--- src/rtl/hsl2rgb_pkg.sv ---
package hsl2rgb_pkg;

  localparam int unsigned FRAC_BITS = 12;

  localparam int unsigned HUE_W  = 11;
  localparam int unsigned CH_W   = 8;
  localparam int unsigned FRAC_W = 9;
  localparam int unsigned LANES  = 3;

  localparam logic [HUE_W-1:0]  HUE_SIXTH      = 11'd256;
  localparam logic [HUE_W-1:0]  HUE_THIRD      = 11'd512;
  localparam logic [HUE_W-1:0]  HUE_HALF       = 11'd768;
  localparam logic [HUE_W-1:0]  HUE_TWO_THIRDS = 11'd1024;
  localparam logic [HUE_W-1:0]  HUE_TURN       = 11'd1536;
  localparam logic [FRAC_W-1:0] FRAC_FULL      = 9'd256;

  // bring a hue position below one full turn with one subtract
  function automatic logic [HUE_W-1:0] wrap_hue(input logic [HUE_W:0] t);
    logic [HUE_W:0] r;
    r = t;
    if (t >= {1'b0, HUE_TURN}) begin
      r = t - {1'b0, HUE_TURN};
    end
    return r[HUE_W-1:0];
  endfunction

  // ramp weight 0..256 of one channel at hue position t
  function automatic logic [FRAC_W-1:0] ramp_frac(input logic [HUE_W-1:0] t);
    logic [HUE_W-1:0] down;
    logic [FRAC_W-1:0] f;
    down = HUE_TWO_THIRDS - t;
    if (t < HUE_SIXTH) begin
      f = t[FRAC_W-1:0];
    end else if (t < HUE_HALF) begin
      f = FRAC_FULL;
    end else if (t < HUE_TWO_THIRDS) begin
      f = down[FRAC_W-1:0];
    end else begin
      f = '0;
    end
    return f;
  endfunction

endpackage

--- src/rtl/hsl2rgb_prep.sv ---
module hsl2rgb_prep #(
  parameter int unsigned FRAC_BITS = hsl2rgb_pkg::FRAC_BITS
) (
  input  logic                                           clk_i,
  input  logic                                           rst_ni,
  input  logic                                           valid_i,
  output logic                                           ready_o,
  input  logic [hsl2rgb_pkg::HUE_W-1:0]                  hue_i,
  input  logic [FRAC_BITS:0]                             saturation_i,
  input  logic [FRAC_BITS:0]                             lightness_i,
  output logic                                           valid_o,
  input  logic                                           ready_i,
  output logic [FRAC_BITS:0]                             saturation_o,
  output logic [FRAC_BITS:0]                             lightness_o,
  output logic                                           low_o,
  output logic [hsl2rgb_pkg::LANES*hsl2rgb_pkg::FRAC_W-1:0] frac_o
);

  localparam int unsigned N = FRAC_BITS + 1;
  localparam logic [N-1:0] ONE = N'(1) << FRAC_BITS;
  localparam int unsigned HW = hsl2rgb_pkg::HUE_W;
  localparam int unsigned FW = hsl2rgb_pkg::FRAC_W;

  logic [HW-1:0] hue_g, hue_r, hue_b;
  logic [N-1:0]  sat_c, light_c;
  logic          load;

  logic          valid_q;
  logic [N-1:0]  sat_q, light_q;
  logic          low_q;
  logic [3*FW-1:0] frac_q;

  assign hue_g   = hsl2rgb_pkg::wrap_hue({1'b0, hue_i});
  assign hue_r   = hsl2rgb_pkg::wrap_hue({1'b0, hue_g} + {1'b0, hsl2rgb_pkg::HUE_THIRD});
  assign hue_b   = hsl2rgb_pkg::wrap_hue({1'b0, hue_g} + {1'b0, hsl2rgb_pkg::HUE_TWO_THIRDS});
  assign sat_c   = (saturation_i > ONE) ? ONE : saturation_i;
  assign light_c = (lightness_i > ONE) ? ONE : lightness_i;

  assign ready_o = !valid_q || ready_i;
  assign load    = valid_i && ready_o;

  always_ff @(posedge clk_i or negedge rst_ni) begin
    if (!rst_ni) begin
      valid_q <= 1'b0;
    end else if (ready_o) begin
      valid_q <= valid_i;
    end
  end

  always_ff @(posedge clk_i) begin
    if (load) begin
      sat_q   <= sat_c;
      light_q <= light_c;
      low_q   <= (light_c[N-1:N-2] == 2'b00);
      frac_q  <= {hsl2rgb_pkg::ramp_frac(hue_b),
                  hsl2rgb_pkg::ramp_frac(hue_g),
                  hsl2rgb_pkg::ramp_frac(hue_r)};
    end
  end

  assign valid_o      = valid_q;
  assign saturation_o = sat_q;
  assign lightness_o  = light_q;
  assign low_o        = low_q;
  assign frac_o       = frac_q;

endmodule

--- src/rtl/hsl2rgb_level.sv ---
module hsl2rgb_level #(
  parameter int unsigned FRAC_BITS = hsl2rgb_pkg::FRAC_BITS
) (
  input  logic                                              clk_i,
  input  logic                                              rst_ni,
  input  logic                                              valid_i,
  output logic                                              ready_o,
  input  logic [FRAC_BITS:0]                                saturation_i,
  input  logic [FRAC_BITS:0]                                lightness_i,
  input  logic                                              low_i,
  input  logic [hsl2rgb_pkg::LANES*hsl2rgb_pkg::FRAC_W-1:0] frac_i,
  output logic                                              valid_o,
  input  logic                                              ready_i,
  output logic [2*FRAC_BITS:0]                              p2_o,
  output logic [2*FRAC_BITS:0]                              m_o,
  output logic [hsl2rgb_pkg::LANES*hsl2rgb_pkg::FRAC_W-1:0] frac_o
);

  localparam int unsigned N   = FRAC_BITS + 1;
  localparam int unsigned P_W = 2 * FRAC_BITS + 1;
  localparam int unsigned F3  = hsl2rgb_pkg::LANES * hsl2rgb_pkg::FRAC_W;

  logic [2*N-1:0] prod;
  logic           ready_a;
  logic [P_W-1:0] m_d, p2_d;

  // product stage
  logic           valid_a_q;
  logic [P_W-1:0] ls_q;
  logic [N-1:0]   sat_a_q, light_a_q;
  logic           low_a_q;
  logic [F3-1:0]  frac_a_q;

  // level stage
  logic           valid_b_q;
  logic [P_W-1:0] p2_q, m_q;
  logic [F3-1:0]  frac_b_q;

  assign prod    = lightness_i * saturation_i;
  assign ready_o = !valid_a_q || ready_a;
  assign ready_a = !valid_b_q || ready_i;

  // half spread between q and p, which sit symmetric around the lightness
  assign m_d  = low_a_q ? ls_q : ({sat_a_q, {FRAC_BITS{1'b0}}} - ls_q);
  assign p2_d = {light_a_q, {FRAC_BITS{1'b0}}} - m_d;

  always_ff @(posedge clk_i or negedge rst_ni) begin
    if (!rst_ni) begin
      valid_a_q <= 1'b0;
      valid_b_q <= 1'b0;
    end else begin
      if (ready_o) begin
        valid_a_q <= valid_i;
      end
      if (ready_a) begin
        valid_b_q <= valid_a_q;
      end
    end
  end

  always_ff @(posedge clk_i) begin
    if (valid_i && ready_o) begin
      ls_q      <= prod[P_W-1:0];
      sat_a_q   <= saturation_i;
      light_a_q <= lightness_i;
      low_a_q   <= low_i;
      frac_a_q  <= frac_i;
    end
    if (valid_a_q && ready_a) begin
      p2_q     <= p2_d;
      m_q      <= m_d;
      frac_b_q <= frac_a_q;
    end
  end

  assign valid_o = valid_b_q;
  assign p2_o    = p2_q;
  assign m_o     = m_q;
  assign frac_o  = frac_b_q;

endmodule

--- src/rtl/hsl2rgb_chan.sv ---
module hsl2rgb_chan #(
  parameter int unsigned FRAC_BITS = hsl2rgb_pkg::FRAC_BITS
) (
  input  logic                                              clk_i,
  input  logic                                              rst_ni,
  input  logic                                              valid_i,
  output logic                                              ready_o,
  input  logic [2*FRAC_BITS:0]                              p2_i,
  input  logic [2*FRAC_BITS:0]                              m_i,
  input  logic [hsl2rgb_pkg::LANES*hsl2rgb_pkg::FRAC_W-1:0] frac_i,
  output logic                                              valid_o,
  input  logic                                              ready_i,
  output logic [hsl2rgb_pkg::LANES*hsl2rgb_pkg::CH_W-1:0]   rgb_o
);

  localparam int unsigned FW    = hsl2rgb_pkg::FRAC_W;
  localparam int unsigned CW    = hsl2rgb_pkg::CH_W;
  localparam int unsigned LANES = hsl2rgb_pkg::LANES;
  localparam int unsigned P_W   = 2 * FRAC_BITS + 1;
  localparam int unsigned M_W   = P_W + FW;
  localparam int unsigned V_W   = 2 * FRAC_BITS + 9;
  localparam int unsigned SHIFT = 2 * FRAC_BITS + 8;
  localparam int unsigned S_W   = V_W + 8;
  localparam logic [S_W-1:0] HALF = S_W'(1) << (SHIFT - 1);

  logic ready_a, ready_b;

  logic                 valid_a_q, valid_b_q, valid_c_q;
  logic [P_W-1:0]       p2_a_q;
  logic [M_W-1:0]       prod_q [LANES];
  logic [V_W-1:0]       lvl_q  [LANES];
  logic [LANES*CW-1:0]  rgb_q;

  assign ready_o = !valid_a_q || ready_a;
  assign ready_a = !valid_b_q || ready_b;
  assign ready_b = !valid_c_q || ready_i;

  always_ff @(posedge clk_i or negedge rst_ni) begin
    if (!rst_ni) begin
      valid_a_q <= 1'b0;
      valid_b_q <= 1'b0;
      valid_c_q <= 1'b0;
    end else begin
      if (ready_o) begin
        valid_a_q <= valid_i;
      end
      if (ready_a) begin
        valid_b_q <= valid_a_q;
      end
      if (ready_b) begin
        valid_c_q <= valid_b_q;
      end
    end
  end

  always_ff @(posedge clk_i) begin
    if (valid_i && ready_o) begin
      p2_a_q <= p2_i;
    end
  end

  for (genvar k = 0; k < LANES; k++) begin : g_lane
    logic [M_W-1:0] prod_d;
    logic [V_W-1:0] lvl_d;
    logic [S_W-1:0] scaled;

    assign prod_d = m_i * frac_i[k*FW +: FW];
    // level = p * 256 + (q - p) * ramp, with q - p = 2 * m
    assign lvl_d  = {p2_a_q, 8'd0} + {prod_q[k][V_W-2:0], 1'b0};
    // times 255, round half up
    assign scaled = {lvl_q[k], 8'd0} - {8'd0, lvl_q[k]} + HALF;

    always_ff @(posedge clk_i) begin
      if (valid_i && ready_o) begin
        prod_q[k] <= prod_d;
      end
      if (valid_a_q && ready_a) begin
        lvl_q[k] <= lvl_d;
      end
      if (valid_b_q && ready_b) begin
        rgb_q[k*CW +: CW] <= scaled[SHIFT +: CW];
      end
    end
  end

  assign valid_o = valid_c_q;
  assign rgb_o   = rgb_q;

endmodule

--- src/rtl/hsl_to_rgb_converter_top.sv ---
// channel   dir  tdata fields (low bit up)                       tuser/tlast
// s_axis    in   hue[10:0], saturation[FB:0], lightness[FB:0]      none
// m_axis    out  red[7:0], green[7:0], blue[7:0]                   none
//
// six register stages from s_axis to m_axis, one word per clock sustained while m_axis_tready stays high
// the last stage is the output register
// each stage holds its own valid bit and takes a word when empty or draining,
// so a stall on m_axis fills bubbles first and then backs up to s_axis_tready
// reset clears only the valid bits
module hsl_to_rgb_converter_top #(
  parameter int unsigned FRAC_BITS = hsl2rgb_pkg::FRAC_BITS
) (
  input  logic                         clk_i,
  input  logic                         rst_ni,
  input  logic                         s_axis_tvalid,
  output logic                         s_axis_tready,
  // hue, saturation, lightness, zero fill
  input  logic [((hsl2rgb_pkg::HUE_W+2*(FRAC_BITS+1)+7)/8)*8-1:0] s_axis_tdata,
  output logic                         m_axis_tvalid,
  input  logic                         m_axis_tready,
  // red, green, blue
  output logic [hsl2rgb_pkg::LANES*hsl2rgb_pkg::CH_W-1:0] m_axis_tdata
);

  localparam int unsigned HW = hsl2rgb_pkg::HUE_W;
  localparam int unsigned N  = FRAC_BITS + 1;
  localparam int unsigned P_W = 2 * FRAC_BITS + 1;
  localparam int unsigned F3 = hsl2rgb_pkg::LANES * hsl2rgb_pkg::FRAC_W;

  logic          prep_valid, prep_ready;
  logic [N-1:0]  prep_sat, prep_light;
  logic          prep_low;
  logic [F3-1:0] prep_frac;

  logic           lvl_valid, lvl_ready;
  logic [P_W-1:0] lvl_p2, lvl_m;
  logic [F3-1:0]  lvl_frac;

  hsl2rgb_prep #(
    .FRAC_BITS(FRAC_BITS)
  ) u_prep (
    .clk_i        (clk_i),
    .rst_ni       (rst_ni),
    .valid_i      (s_axis_tvalid),
    .ready_o      (s_axis_tready),
    .hue_i        (s_axis_tdata[HW-1:0]),
    .saturation_i (s_axis_tdata[HW +: N]),
    .lightness_i  (s_axis_tdata[HW+N +: N]),
    .valid_o      (prep_valid),
    .ready_i      (prep_ready),
    .saturation_o (prep_sat),
    .lightness_o  (prep_light),
    .low_o        (prep_low),
    .frac_o       (prep_frac)
  );

  hsl2rgb_level #(
    .FRAC_BITS(FRAC_BITS)
  ) u_level (
    .clk_i        (clk_i),
    .rst_ni       (rst_ni),
    .valid_i      (prep_valid),
    .ready_o      (prep_ready),
    .saturation_i (prep_sat),
    .lightness_i  (prep_light),
    .low_i        (prep_low),
    .frac_i       (prep_frac),
    .valid_o      (lvl_valid),
    .ready_i      (lvl_ready),
    .p2_o         (lvl_p2),
    .m_o          (lvl_m),
    .frac_o       (lvl_frac)
  );

  hsl2rgb_chan #(
    .FRAC_BITS(FRAC_BITS)
  ) u_chan (
    .clk_i   (clk_i),
    .rst_ni  (rst_ni),
    .valid_i (lvl_valid),
    .ready_o (lvl_ready),
    .p2_i    (lvl_p2),
    .m_i     (lvl_m),
    .frac_i  (lvl_frac),
    .valid_o (m_axis_tvalid),
    .ready_i (m_axis_tready),
    .rgb_o   (m_axis_tdata)
  );

endmodule
--- config.mk ---
export PLATFORM = sky130hd
export DESIGN_NAME = hsl_to_rgb_converter_top
export DESIGN_NICKNAME = d
export VERILOG_FILES = /design/src/rtl/hsl2rgb_pkg.sv /design/src/rtl/hsl2rgb_prep.sv /design/src/rtl/hsl2rgb_level.sv /design/src/rtl/hsl2rgb_chan.sv /design/src/rtl/hsl_to_rgb_converter_top.sv
export SDC_FILE = /design/constraint.sdc
export NUM_CORES = 2
export LEC_CHECK = 0
export BUFFER_PORTS_ARGS = -buffer_cell sky130_fd_sc_hd__buf_2
export CORE_ASPECT_RATIO = 1.5
export CORE_MARGIN = 10
export CORE_UTILIZATION = 60
export DETAILED_ROUTE_END_ITERATION = 7
export PLACE_DENSITY_LB_ADDON = 0.2
export SETUP_SLACK_MARGIN = 0.15
export SYNTH_ARGS = -nofsm -noshare
export SYNTH_HDL_FRONTEND = slang
export SYNTH_SLANG_ARGS = --single-unit
--- constraint.sdc ---
create_clock -name clk_i -period 20.6 [get_ports clk_i]
set_input_delay 4.12 -clock clk_i [delete_from_list [all_inputs] [get_ports clk_i]]
set_output_delay 4.12 -clock clk_i [all_outputs]
set_load 0.01 [all_outputs]
==> reports/qor.yml <==
fp.dieH_um: 371
worst_pin_slew_ns: 1.08
worst-path-max-fanout: 7
fp.dieW_um: 254
grt_overflow_total: 0
synth-seq-area-share: 0.277
ys.warnings.count: 0
vias: 34100
ant_nets: 0
cts_buffers: 47
insertion_delay_ns: 0.64
ys_ff_latch: 456
hold_path.class: "reg2reg"
yosysTopAreaCell: "edfxtp_1"
async_flop_share: 0.0132
tns_ns: 0
crit_chain: "buf_2 -> nor2b_1 -> nand3_1 -> nor2_1 -> nand3_1 -> buf_2"
ctsLongestPathBuffers: 3
ys_types: 86
max_slew_margin: 0.277
crit_type: "in2out"
start_util: 0.607
synth.most_common_cell: "inv_1"
routed_via_density: 5.67
clock-root-buffer: "clkbuf_16"
outcome: "finished, final reports clean"
slowest_delay_ns: 0.56
clock-sinks: 456
grt_pass1_vias: 36500
worstPathArrival_ns: 5.44
hold_buffers: 0
drc: 0
syn-num-nets: 6034
slew_viol_final: 0
min_path_cells: 0
syn_area_mm2: 0.0494
antenna_found_initial: 1
cp-start-kind: "input port"
htree_levels: 2
cts_resized: 0
rsz0062_at_grt: "false"
synthFlopType: "edfxtp_1"
drv_cap: 0
gp_congestion: 0.904
grt_usage: 0.242
yosysTopAreaCellShare: 0.274
cp_slowest_cell: "nor2b_1"
period_needed_ns: 9.56
max_freq_mhz: 105
grt_pass1_wl_um: 181000
clkTransAtPathRegs_ns: 0.06
drive_gt1_frac: 0.0504
netlist_top_cells_area: "edfxtp_1, fa_1, ha_1"
nets: 6046
worstPathRequired_ns: 16.48
synthCells: 4914
die_area_mm2: 0.0944
post_cts_buffers: 0
ioPinCount: 70
setup_viol: 0
drt-total-wl_um: 110000
ff2ff_path_depth: 20
synth_common_cells: "inv_1, fa_1, nand2_1"
critPathCaptureType: "output pin"
hpwlAfterDp_um: 85600
portBuffers: 66
syn_area_per_cell_um2: 10.0
synth-edff-count: 450
cts_tree: "built"
drt-wirelength-per-cell_um: 18.3
initialDrtViolationCount: 1854
grt_max_degree: 73
placementRows: 128
drtPass1Iterations: 6
area_growth_pct: 6.27
period_share: 0.464
hold_viol_final: 0
finClkSkew_ns: 0.0368
core_area_mm2: 0.0814
[flip-flops by register name (all words and copies together), names as in the netlist, 13 cells and up]
register,cells
u_chan.lvl_q,96
u_chan.p2_a_q,25
u_prep.saturation_o,13
u_level.light_a_q,13
u_chan.prod_q,96
u_chan.rgb_o,24
u_level.m_o,25
u_level.ls_q,25
u_level.p2_o,24
u_level.sat_a_q,13
u_prep.lightness_o,13
u_prep.frac_o,27
u_level.frac_a_q,27
u_level.frac_o,27
[path summary, 6_finish.rpt]
kind | endpoint | slack, ns | start
max reg2reg | u_level.ls_q[24] | 13.88 | u_prep.lightness_o[9]
max | s_axis_tready | 11.04 | m_axis_tready
min in group asynchronous | u_level.valid_o | 3.32 | rst_ni
max in group asynchronous | u_prep.valid_o | 17.14 | rst_ni
min reg2reg | u_level.frac_o[10] | 0.41 | u_level.frac_a_q[10]
min | u_level.frac_o[10] | 0.41 | u_level.frac_a_q[10]
[cell usage in the layout (no fill, tap or decap), drive strengths merged, types with 42 or more instances in the layout]
master	netlist	routed
inv	920	924
fa	606	606
nand2	498	498
ha	470	470
and2	463	463
edfxtp	450	450
a21oi	193	193
xnor2	173	173
nor2	156	156
buf	4	123
o21ai	121	121
a21o	88	88
nor2b	59	59
xor2	59	59
nor3	53	53
clkbuf	156	50
nand3	42	42
[per-stage QoR]
step                      area [um2]  hold slack, ns   util  worst slack [ns]  instances
after floorplan                49400           0.400      -              8.73       4914
after global placement         50800           0.400  0.624             11.07       5917
after detailed placement       50800           0.405  0.624             11.05       5917
after CTS                      52400           0.416  0.645             11.05       6005
after global routing           52400           0.422  0.645             10.94       6005
final                          52400           0.413  0.645             11.04       6006
[cell families after synthesis]
group	Yosys count	share of synthesized area
simple gates	1412	0.145
buf+inv	1080	0.0833
fa+ha+maj	1076	0.365
compound gates	649	0.0863
flops	456	0.277
xor+xnor	232	0.0413
mux	9	0.00195
[cell type report]
| class | count | area (um2) |
|---|---|---|
| Clock buffer | 50 | 1190 |
| Clock inverter | 38 | 468 |
| Multi-Input combinational cell | 3378 | 31600 |
| Inverter | 920 | 3450 |
| Fill cell | 6616 | 28900 |
| Sequential cell | 456 | 13700 |
| Antenna cell | 1 | 2.50 |
| Timing Repair Buffer | 123 | 758 |
| Tap cell | 1040 | 1300 |
[layer usage]
| metal | track usage | vias up | wire length, um |
|---|---|---|---|
| li1 | - | 15900 | - |
| met1 | 0.257 | 17000 | 40100 |
| met2 | 0.457 | 906 | 58200 |
| met3 | 0.0249 | 299 | 4410 |
| met4 | 0.141 | 2 | 7010 |
| met5 | 0 | - | 7 |
[worst max-delay path, delay by kind of cell]
kind | cells | cell delay (ns)
buffers and inverters | 2 | 0.27
and+or+nand+nor | 4 | 1.06
Power is not shown: default switching activity piles up to over one toggle a cycle in this logic, so the estimate is an artifact.
